File: src/rtl/core/pcda_pkg.sv
// Shared types, codes and helper functions of the downmix averager.
package pcda_pkg;

  localparam int SAMPLE_W = 32;
  localparam int FMT_W    = 2;
  localparam int COUNT_W  = 4;
  localparam int PADDR_W  = 3;
  localparam int PDATA_W  = 32;

  localparam logic [FMT_W-1:0] FMT_8  = 2'd0;
  localparam logic [FMT_W-1:0] FMT_16 = 2'd1;
  localparam logic [FMT_W-1:0] FMT_24 = 2'd2;
  localparam logic [FMT_W-1:0] FMT_32 = 2'd3;

  localparam logic [FMT_W-1:0]   FMT_RESET   = FMT_16;
  localparam logic [COUNT_W-1:0] COUNT_RESET = 4'd2;

  localparam logic [0:0] REG_FORMAT = 1'b0;
  localparam logic [0:0] REG_COUNT  = 1'b1;

  typedef struct packed {
    logic acc;
    logic start;
    logic step;
    logic load;
  } cmd_t;

  function automatic logic signed [SAMPLE_W-1:0] widen(
    input logic [FMT_W-1:0]    fmt,
    input logic [SAMPLE_W-1:0] raw
  );
    logic signed [SAMPLE_W-1:0] res;
    case (fmt)
      FMT_8:   res = SAMPLE_W'(signed'(raw[7:0]));
      FMT_16:  res = SAMPLE_W'(signed'(raw[15:0]));
      FMT_24:  res = signed'({raw[23:0], 8'h00});
      default: res = signed'(raw);
    endcase
    return res;
  endfunction

  function automatic logic [SAMPLE_W-1:0] pack_out(
    input logic [FMT_W-1:0]    fmt,
    input logic [SAMPLE_W-1:0] avg
  );
    logic [SAMPLE_W-1:0] res;
    case (fmt)
      FMT_8:   res = {24'h000000, avg[7:0]};
      FMT_16:  res = {16'h0000, avg[15:0]};
      FMT_24:  res = {8'h00, avg[31:8]};
      default: res = avg;
    endcase
    return res;
  endfunction

endpackage

File: src/rtl/core/pcm_channel_downmix_average_top.sv
// Top level of the multichannel PCM to mono downmix averager.
//
//   channel  direction  handshake           payload
//   in       sink       in_valid/in_stall   in_sample[31:0]
//   out      source     out_valid/out_stall out_mono_sample[31:0]
//   cfg      APB write  psel/penable/pwrite paddr[2:0], pwdata[31:0]
//
// A sample that does not end a frame is added to the running sum; the next may follow at once.
// A frame-ending sample starts the bit-serial divider over the SUM_W-bit sum (SUM_W = 35
// at MAX_CHANNELS = 8); input stalls through the divide steps and the result register load.
// The result register holds while out_stall is high; input is still taken then
// until the next frame end finds it full, which extends the load step.
// Reset (rst_n low, synchronous) clears the sum, position and registers to defaults.
module pcm_channel_downmix_average_top #(
  parameter int MAX_CHANNELS = 8
) (
  input  logic                                clk,
  input  logic                                rst_n,
  input  logic                                in_valid,
  output logic                                in_stall,
  input  logic [pcda_pkg::SAMPLE_W-1:0]       in_sample,
  output logic                                out_valid,
  input  logic                                out_stall,
  output logic [pcda_pkg::SAMPLE_W-1:0]       out_mono_sample,
  input  logic                                cfg_psel,
  input  logic                                cfg_penable,
  input  logic                                cfg_pwrite,
  input  logic [pcda_pkg::PADDR_W-1:0]        cfg_paddr,
  input  logic [pcda_pkg::PDATA_W-1:0]        cfg_pwdata,
  output logic [pcda_pkg::PDATA_W-1:0]        cfg_prdata,
  output logic                                cfg_pready
);

  localparam int CW      = pcda_pkg::COUNT_W;
  localparam int CNT_MAX = (1 << CW) - 1;
  localparam int EFF_MAX = (MAX_CHANNELS < CNT_MAX) ? MAX_CHANNELS : CNT_MAX;
  localparam int SUM_W   = pcda_pkg::SAMPLE_W + $clog2(EFF_MAX);
  localparam int POS_W   = (EFF_MAX > 1) ? $clog2(EFF_MAX) : 1;

  logic [pcda_pkg::FMT_W-1:0] fmt_r;
  logic [CW-1:0]              count_r;
  logic [CW-1:0]              eff_count;
  logic                       cfg_wr;
  pcda_pkg::cmd_t             cmd;

  assign cfg_pready = 1'b1;
  assign cfg_wr     = cfg_psel && cfg_penable && cfg_pwrite && cfg_pready;

  always_ff @(posedge clk) begin
    if (!rst_n) begin
      fmt_r   <= pcda_pkg::FMT_RESET;
      count_r <= pcda_pkg::COUNT_RESET;
    end else if (cfg_wr) begin
      case (cfg_paddr[2])
        pcda_pkg::REG_FORMAT: fmt_r   <= cfg_pwdata[pcda_pkg::FMT_W-1:0];
        pcda_pkg::REG_COUNT:  count_r <= cfg_pwdata[CW-1:0];
        default: ;
      endcase
    end
  end

  always_comb begin
    case (cfg_paddr[2])
      pcda_pkg::REG_FORMAT: cfg_prdata = pcda_pkg::PDATA_W'(fmt_r);
      pcda_pkg::REG_COUNT:  cfg_prdata = pcda_pkg::PDATA_W'(count_r);
      default:              cfg_prdata = '0;
    endcase
  end

  // clamp the channel count to 1..EFF_MAX
  always_comb begin
    if (count_r == '0) begin
      eff_count = CW'(1);
    end else if (count_r > CW'(EFF_MAX)) begin
      eff_count = CW'(EFF_MAX);
    end else begin
      eff_count = count_r;
    end
  end

  pcda_ctrl #(
    .SUM_W (SUM_W),
    .POS_W (POS_W)
  ) u_ctrl (
    .clk       (clk),
    .rst_n     (rst_n),
    .in_valid  (in_valid),
    .in_stall  (in_stall),
    .out_valid (out_valid),
    .out_stall (out_stall),
    .eff_count (eff_count),
    .cmd       (cmd)
  );

  pcda_dp #(
    .SUM_W (SUM_W)
  ) u_dp (
    .clk             (clk),
    .rst_n           (rst_n),
    .cmd             (cmd),
    .fmt             (fmt_r),
    .eff_count       (eff_count),
    .in_sample       (in_sample),
    .out_mono_sample (out_mono_sample)
  );

endmodule

File: src/rtl/core/pcda_ctrl.sv
// Controller: frame position, divide sequencing and result handshake.
module pcda_ctrl #(
  parameter int SUM_W = 35,
  parameter int POS_W = 3
) (
  input  logic                          clk,
  input  logic                          rst_n,
  input  logic                          in_valid,
  output logic                          in_stall,
  output logic                          out_valid,
  input  logic                          out_stall,
  input  logic [pcda_pkg::COUNT_W-1:0]  eff_count,
  output pcda_pkg::cmd_t                cmd
);

  localparam int CMP_W  = pcda_pkg::COUNT_W + 1;
  localparam int STEP_W = $clog2(SUM_W);

  localparam logic [1:0] ST_IDLE = 2'd0;
  localparam logic [1:0] ST_DIV  = 2'd1;
  localparam logic [1:0] ST_DONE = 2'd2;

  logic [1:0]        state_r, state_nxt;
  logic [POS_W-1:0]  pos_r, pos_nxt;
  logic [STEP_W-1:0] step_r, step_nxt;
  logic              out_valid_r, out_valid_nxt;
  logic [CMP_W-1:0]  pos_inc;
  logic              last;
  logic              accept;

  assign in_stall  = (state_r != ST_IDLE);
  assign out_valid = out_valid_r;
  assign accept    = in_valid && (state_r == ST_IDLE);
  assign pos_inc   = CMP_W'(pos_r) + CMP_W'(1);
  assign last      = (pos_inc >= CMP_W'(eff_count));

  always_comb begin
    state_nxt     = state_r;
    pos_nxt       = pos_r;
    step_nxt      = step_r;
    out_valid_nxt = out_valid_r;
    cmd           = '0;
    if (out_valid_r && !out_stall) begin
      out_valid_nxt = 1'b0;
    end
    case (state_r)
      ST_IDLE: begin
        if (accept) begin
          cmd.acc = 1'b1;
          if (last) begin
            cmd.start = 1'b1;
            pos_nxt   = '0;
            step_nxt  = '0;
            state_nxt = ST_DIV;
          end else begin
            pos_nxt = POS_W'(pos_inc);
          end
        end
      end
      ST_DIV: begin
        cmd.step = 1'b1;
        step_nxt = step_r + STEP_W'(1);
        if (step_r == STEP_W'(SUM_W - 1)) begin
          state_nxt = ST_DONE;
        end
      end
      ST_DONE: begin
        if (!out_valid_r || !out_stall) begin
          cmd.load      = 1'b1;
          out_valid_nxt = 1'b1;
          state_nxt     = ST_IDLE;
        end
      end
      default: begin
        state_nxt = ST_IDLE;
      end
    endcase
  end

  always_ff @(posedge clk) begin
    if (!rst_n) begin
      state_r     <= ST_IDLE;
      pos_r       <= '0;
      step_r      <= '0;
      out_valid_r <= 1'b0;
    end else begin
      state_r     <= state_nxt;
      pos_r       <= pos_nxt;
      step_r      <= step_nxt;
      out_valid_r <= out_valid_nxt;
    end
  end

endmodule

File: src/rtl/core/pcda_dp.sv
// Datapath: running sum, serial restoring divider and result register.
module pcda_dp #(
  parameter int SUM_W = 35
) (
  input  logic                           clk,
  input  logic                           rst_n,
  input  pcda_pkg::cmd_t                 cmd,
  input  logic [pcda_pkg::FMT_W-1:0]     fmt,
  input  logic [pcda_pkg::COUNT_W-1:0]   eff_count,
  input  logic [pcda_pkg::SAMPLE_W-1:0]  in_sample,
  output logic [pcda_pkg::SAMPLE_W-1:0]  out_mono_sample
);

  localparam int CW = pcda_pkg::COUNT_W;
  localparam int SW = pcda_pkg::SAMPLE_W;

  logic signed [SUM_W-1:0] sum_r, sum_nxt;
  logic signed [SUM_W-1:0] total;
  logic [SUM_W-1:0]        total_mag;
  logic [SUM_W-1:0]        quo_r, quo_nxt;
  logic [CW-1:0]           rem_r, rem_nxt;
  logic [CW-1:0]           div_r;
  logic                    neg_r;
  logic [CW:0]             shifted;
  logic [CW:0]             diff;
  logic                    ge;
  logic [SUM_W-1:0]        quo_signed;
  logic [SW-1:0]           out_r;

  assign total     = sum_r + SUM_W'(pcda_pkg::widen(fmt, in_sample));
  assign total_mag = total[SUM_W-1] ? unsigned'(-total) : unsigned'(total);

  assign shifted    = {rem_r, quo_r[SUM_W-1]};
  assign ge         = (shifted >= {1'b0, div_r});
  assign diff       = shifted - {1'b0, div_r};
  assign rem_nxt    = ge ? diff[CW-1:0] : shifted[CW-1:0];
  assign quo_nxt    = {quo_r[SUM_W-2:0], ge};
  assign quo_signed = neg_r ? (~quo_r + SUM_W'(1)) : quo_r;

  always_comb begin
    sum_nxt = sum_r;
    if (cmd.acc) begin
      sum_nxt = cmd.start ? '0 : total;
    end
  end

  // hold the frame sum
  always_ff @(posedge clk) begin
    if (!rst_n) begin
      sum_r <= '0;
    end else begin
      sum_r <= sum_nxt;
    end
  end

  always_ff @(posedge clk) begin
    if (cmd.start) begin
      quo_r <= total_mag;
      neg_r <= total[SUM_W-1];
      rem_r <= '0;
      div_r <= eff_count;
    end else if (cmd.step) begin
      quo_r <= quo_nxt;
      rem_r <= rem_nxt;
    end
    if (cmd.load) begin
      out_r <= pcda_pkg::pack_out(fmt, quo_signed[SW-1:0]);
    end
  end

  assign out_mono_sample = out_r;

endmodule

File: config.mk
export PLATFORM = sky130hd
export DESIGN_NAME = pcm_channel_downmix_average_top
export DESIGN_NICKNAME = d
export VERILOG_FILES = /design/src/rtl/core/pcda_pkg.sv /design/src/rtl/core/pcm_channel_downmix_average_top.sv /design/src/rtl/core/pcda_ctrl.sv /design/src/rtl/core/pcda_dp.sv
export SDC_FILE = /design/constraint.sdc
export NUM_CORES = 1
export LEC_CHECK = 0
export BUFFER_PORTS_ARGS = -buffer_cell sky130_fd_sc_hd__clkbuf_2
export CAP_MARGIN = 10
export CORE_ASPECT_RATIO = 0.75
export CORE_UTILIZATION = 50
export CTS_CLUSTER_DIAMETER = 80
export CTS_CLUSTER_SIZE = 14
export DETAILED_ROUTE_END_ITERATION = 16
export HOLD_SLACK_MARGIN = 0.02
export PLACE_DENSITY = 0.83
export RECOVER_POWER = 25
export SYNTH_ARGS = -nofsm -noshare
export SYNTH_HDL_FRONTEND = slang
export SYNTH_HIERARCHICAL = 1
export SYNTH_SLANG_ARGS = --single-unit
File: constraint.sdc
create_clock -name clk -period 5.8 [get_ports clk]
set_input_delay 0 -clock clk [delete_from_list [all_inputs] [get_ports clk]]
set_output_delay 0 -clock clk [all_outputs]
set_load 0.01 [all_outputs]
==> out/metrics.yaml <==
status: "finished, violations left"
violations: "capacitance limit, slew limit"
via_per_inst: 6.10
nFillCells: 1754
fin_skew_ns: 0.0176
grt_max_degree: 58
coreArea_um2: 19700
reg2regPathDepth: 16
setup_violations: 0
synth_warnings: 6
maxSlewViolCount: 91
syn_area_per_cell_um2: 8.18
cts_inserted_buffers: 17
grt_pass1_vias: 8786
dieWidth_um: 167
power.combinational.fraction_pct: 50.0
drive_gt1_share_pct: 10.3
rsz0062_at_grt: "no"
final.period_utilization_pct: 89.9
tns_ns: 0
num_rows: 44
synth_top_family_by_area: "simple AND/OR/NAND/NOR gates"
synth.distinct_cells: 87
crit_arrival_ns: 5.44
synthAdderAreaFrac_pct: 6.64
postCtsSetupBuffers: 0
clkLatencyLatePin_ns: 0.43
fmax_mhz: 192
critPathKind: "flip-flop to flip-flop"
antenna_found_initial: 0
crit_path_max_fanout: 31
cp_data_required_time_ns: 6.03
synth_top_area_share_pct: 21.2
dieArea_um2: 21000
final_antenna_net_count: 0
internal_power_uw: 2860
p_leak_uw: 0.00453
clockBufferDepth: 2
netlist_instances: 1248
cts_root_buf: "clkbuf_16"
min_period_ns: 5.21
synth_enable_flop_cells: 72
postLayoutCoreUtil_pct: 58.0
hold_path_class: "input pin to flip-flop"
grt.total_usage_pct: 26.8
initial_core_util_pct: 52.0
switching_share_pct: 43.6
worst_pin_slew_ns: 2.17
crit_path_end_kind: "flip-flop"
post-place-ws_ns: 0.373
hpwl_um: 21000
synth_compound_area_share_pct: 22.5
drt-total-wl_um: 28100
rr_startpoint: "fmt_r[1]"
final_nets: 1450
ys_ff_latch: 129
clock-sinks: 129
ys_seq_area_share_pct: 32.3
num_io_pins: 141
drt-wirelength-per-cell_um: 17.7
ys.flop_type: "edfxtp_1"
cp-startpoint: "fmt_r[1]"
grt_pass1_wl_um: 44800
syn-cell-area_um2: 10200
synth_simple_gate_area_share_pct: 24.4
port_buffers: 81
first_pass_iters: 5
dieHeight_um: 126
hold_path_depth: 3
grt_remaining_overflow: 0
drtIter0Drc: 1115
synth_top_cells_by_area: "edfxtp_1 (21%), dfxtp_1 (11%), ha_1 (6.2%)"
synthXorXnorAreaFrac_pct: 5.65
yosys.area.top_type: "edfxtp_1"
synthMuxAreaShare_pct: 2.32
power.share.clock_pct: 20.9
powerDensity_nw_per_um2: 445
clkTransAtPathRegs_ns: 0.05
diodes: 0
irDropWorstVdd_mv: 0.155
place_congestion: 0.977
startpoint_type: "flip-flop"
cts_tree: "built"
drc: 0
syn_to_final_growth_pct: 11.6
setup_ws_ns: 0.586
synthArstFlopShare_pct: 0
endpoint: "u_dp/quo_r[22]"
seqPwrFrac_pct: 29.0
slew-limit-headroom_pct: -44.7
via_count: 9699
hold_viol: 0
maxCapViolations: 2
switchingPower_uw: 2210
htree_levels: 4
r2r-end: "u_dp/quo_r[22]"
ff2ff_setup_slack_ns: 0.59
## logic make-up after synthesis
| kind of cell | count (synthesis) |
|---|---|
| adder cells (fa/ha/maj) | 53 |
| AO/OA/AOI/OAI | 357 |
| XOR/XNOR | 65 |
| buffers and inverters | 130 |
| AND/OR/NAND/NOR | 489 |
| multiplexers | 23 |
| other | 2 |
| flip-flops | 129 |
## how the worst min path moves through the flow
stage	end	slack [ns]	start
after floorplan	u_dp/sum_r[0]	0.13	rst_n
after global placement	count_r[2]	0.23	cfg_pwdata[2]
after detailed placement	count_r[3]	0.24	cfg_pwdata[3]
after CTS	fmt_r[1]	0.03	cfg_penable
after global routing	fmt_r[1]	0.03	cfg_penable
final	fmt_r[1]	0.04	cfg_penable
## through the flow
step	total power, µW	area (µm²)	hold WS, ns	std cells
after floorplan	3250	10300	0.128	1275
after global placement	3840	10800	0.234	1551
after detailed placement	3920	10800	0.241	1551
after CTS	5000	11500	0.0254	1589
after global routing	5370	11400	0.0310	1589
final	5070	11400	0.0377	1589
## Yosys cell counts (7+ instances only)
master,number
or4_1,9
o31ai_1,14
inv_1,39
a21o_1,18
a211oi_1,10
ha_1,51
a21oi_1,106
nand3_1,21
edfxtp_1,72
o41ai_1,7
nor2b_1,61
or3_1,31
nand2_1,130
nor4_1,9
o21a_1,11
nand4_1,11
o21ai_1,7
o21ai_0,76
o22ai_1,16
dfxtp_1,57
mux2i_1,18
nand2b_1,16
nor3_1,27
xnor2_1,32
clkbuf_1,49
nor2_1,100
and2_1,34
buf_4,30
and3_1,8
o211ai_1,7
xor2_1,32
a31oi_1,21
## what timing repair did
item                                    in CTS  in global routing
resized for setup                            0                  1
endpoints found under the setup margin       0                  7
hold buffers                                 6                  0
endpoints found under the hold margin        9                  0
## layer usage
layer | GRT usage (%) | part of all wire, %
met5 | 0 | 0
met4 | 7.84 | 2.2
met3 | 6.63 | 11
met2 | 39.4 | 41
met1 | 38.5 | 45
## power groups by stage
stage | logic (µW) | clock network (µW) | registers, µW
floorplan | 1830 | 0 | 1420
global placement | 2370 | 0 | 1470
detailed placement | 2440 | 0 | 1480
CTS | 2460 | 1070 | 1460
global route | 2760 | 1110 | 1500
finish | 2530 | 1060 | 1470
## worst max-delay path, stage by stage, from the launching register on
cell       delay [ns]
dfxtp_1          0.42
nor2b_1          0.47
buf_4            0.23
a21oi_1          0.04
o21ai_0          0.18
ha_1             0.33
a21oi_1          0.34
o21ba_2          0.19
and3_1           0.26
a21oi_1          0.17
o221a_2          0.38
a2111oi_1        0.57
o21ai_1          0.23
and2_2           0.39
inv_1            0.37
a21boi_0         0.15
o31ai_1          0.29
## placed cells by master, fill, tap and decap left out, types with 38 or more instances in the layout
cell,n
dfxtp_1,57
a21oi_1,106
nand2_1,130
inv_1,38
ha_1,51
nor2b_1,60
edfxtp_1,72
o21ai_0,76
clkbuf_1,42
clkbuf_2,42
nor2_1,100
## flip-flops by register name, summed over array words and instances (netlist names)
| name | flops |
|---|---|
| u_ctrl/out_valid | 1 |
| u_dp/quo_r | 35 |
| fmt_r | 2 |
| u_dp/out_mono_sample | 32 |
| u_dp/sum_r | 35 |
| u_dp/neg_r | 1 |
| count_r | 4 |
| u_dp/div_r | 4 |
| u_dp/rem_r | 4 |
| u_ctrl/state_r | 2 |
| u_ctrl/pos_r | 3 |
| u_ctrl/step_r | 6 |
## cell type report
cell class	instances	area (µm²)	area share, %
Clock inverter	9	67.6	0.593
Tap cell	253	317	2.78
Multi-Input combinational cell	1016	6390	56.1
Inverter	41	154	1.35
Timing Repair Buffer	118	646	5.66
Clock buffer	23	522	4.58
Sequential cell	129	3300	29.0
Power figures use the tool's default switching activity.
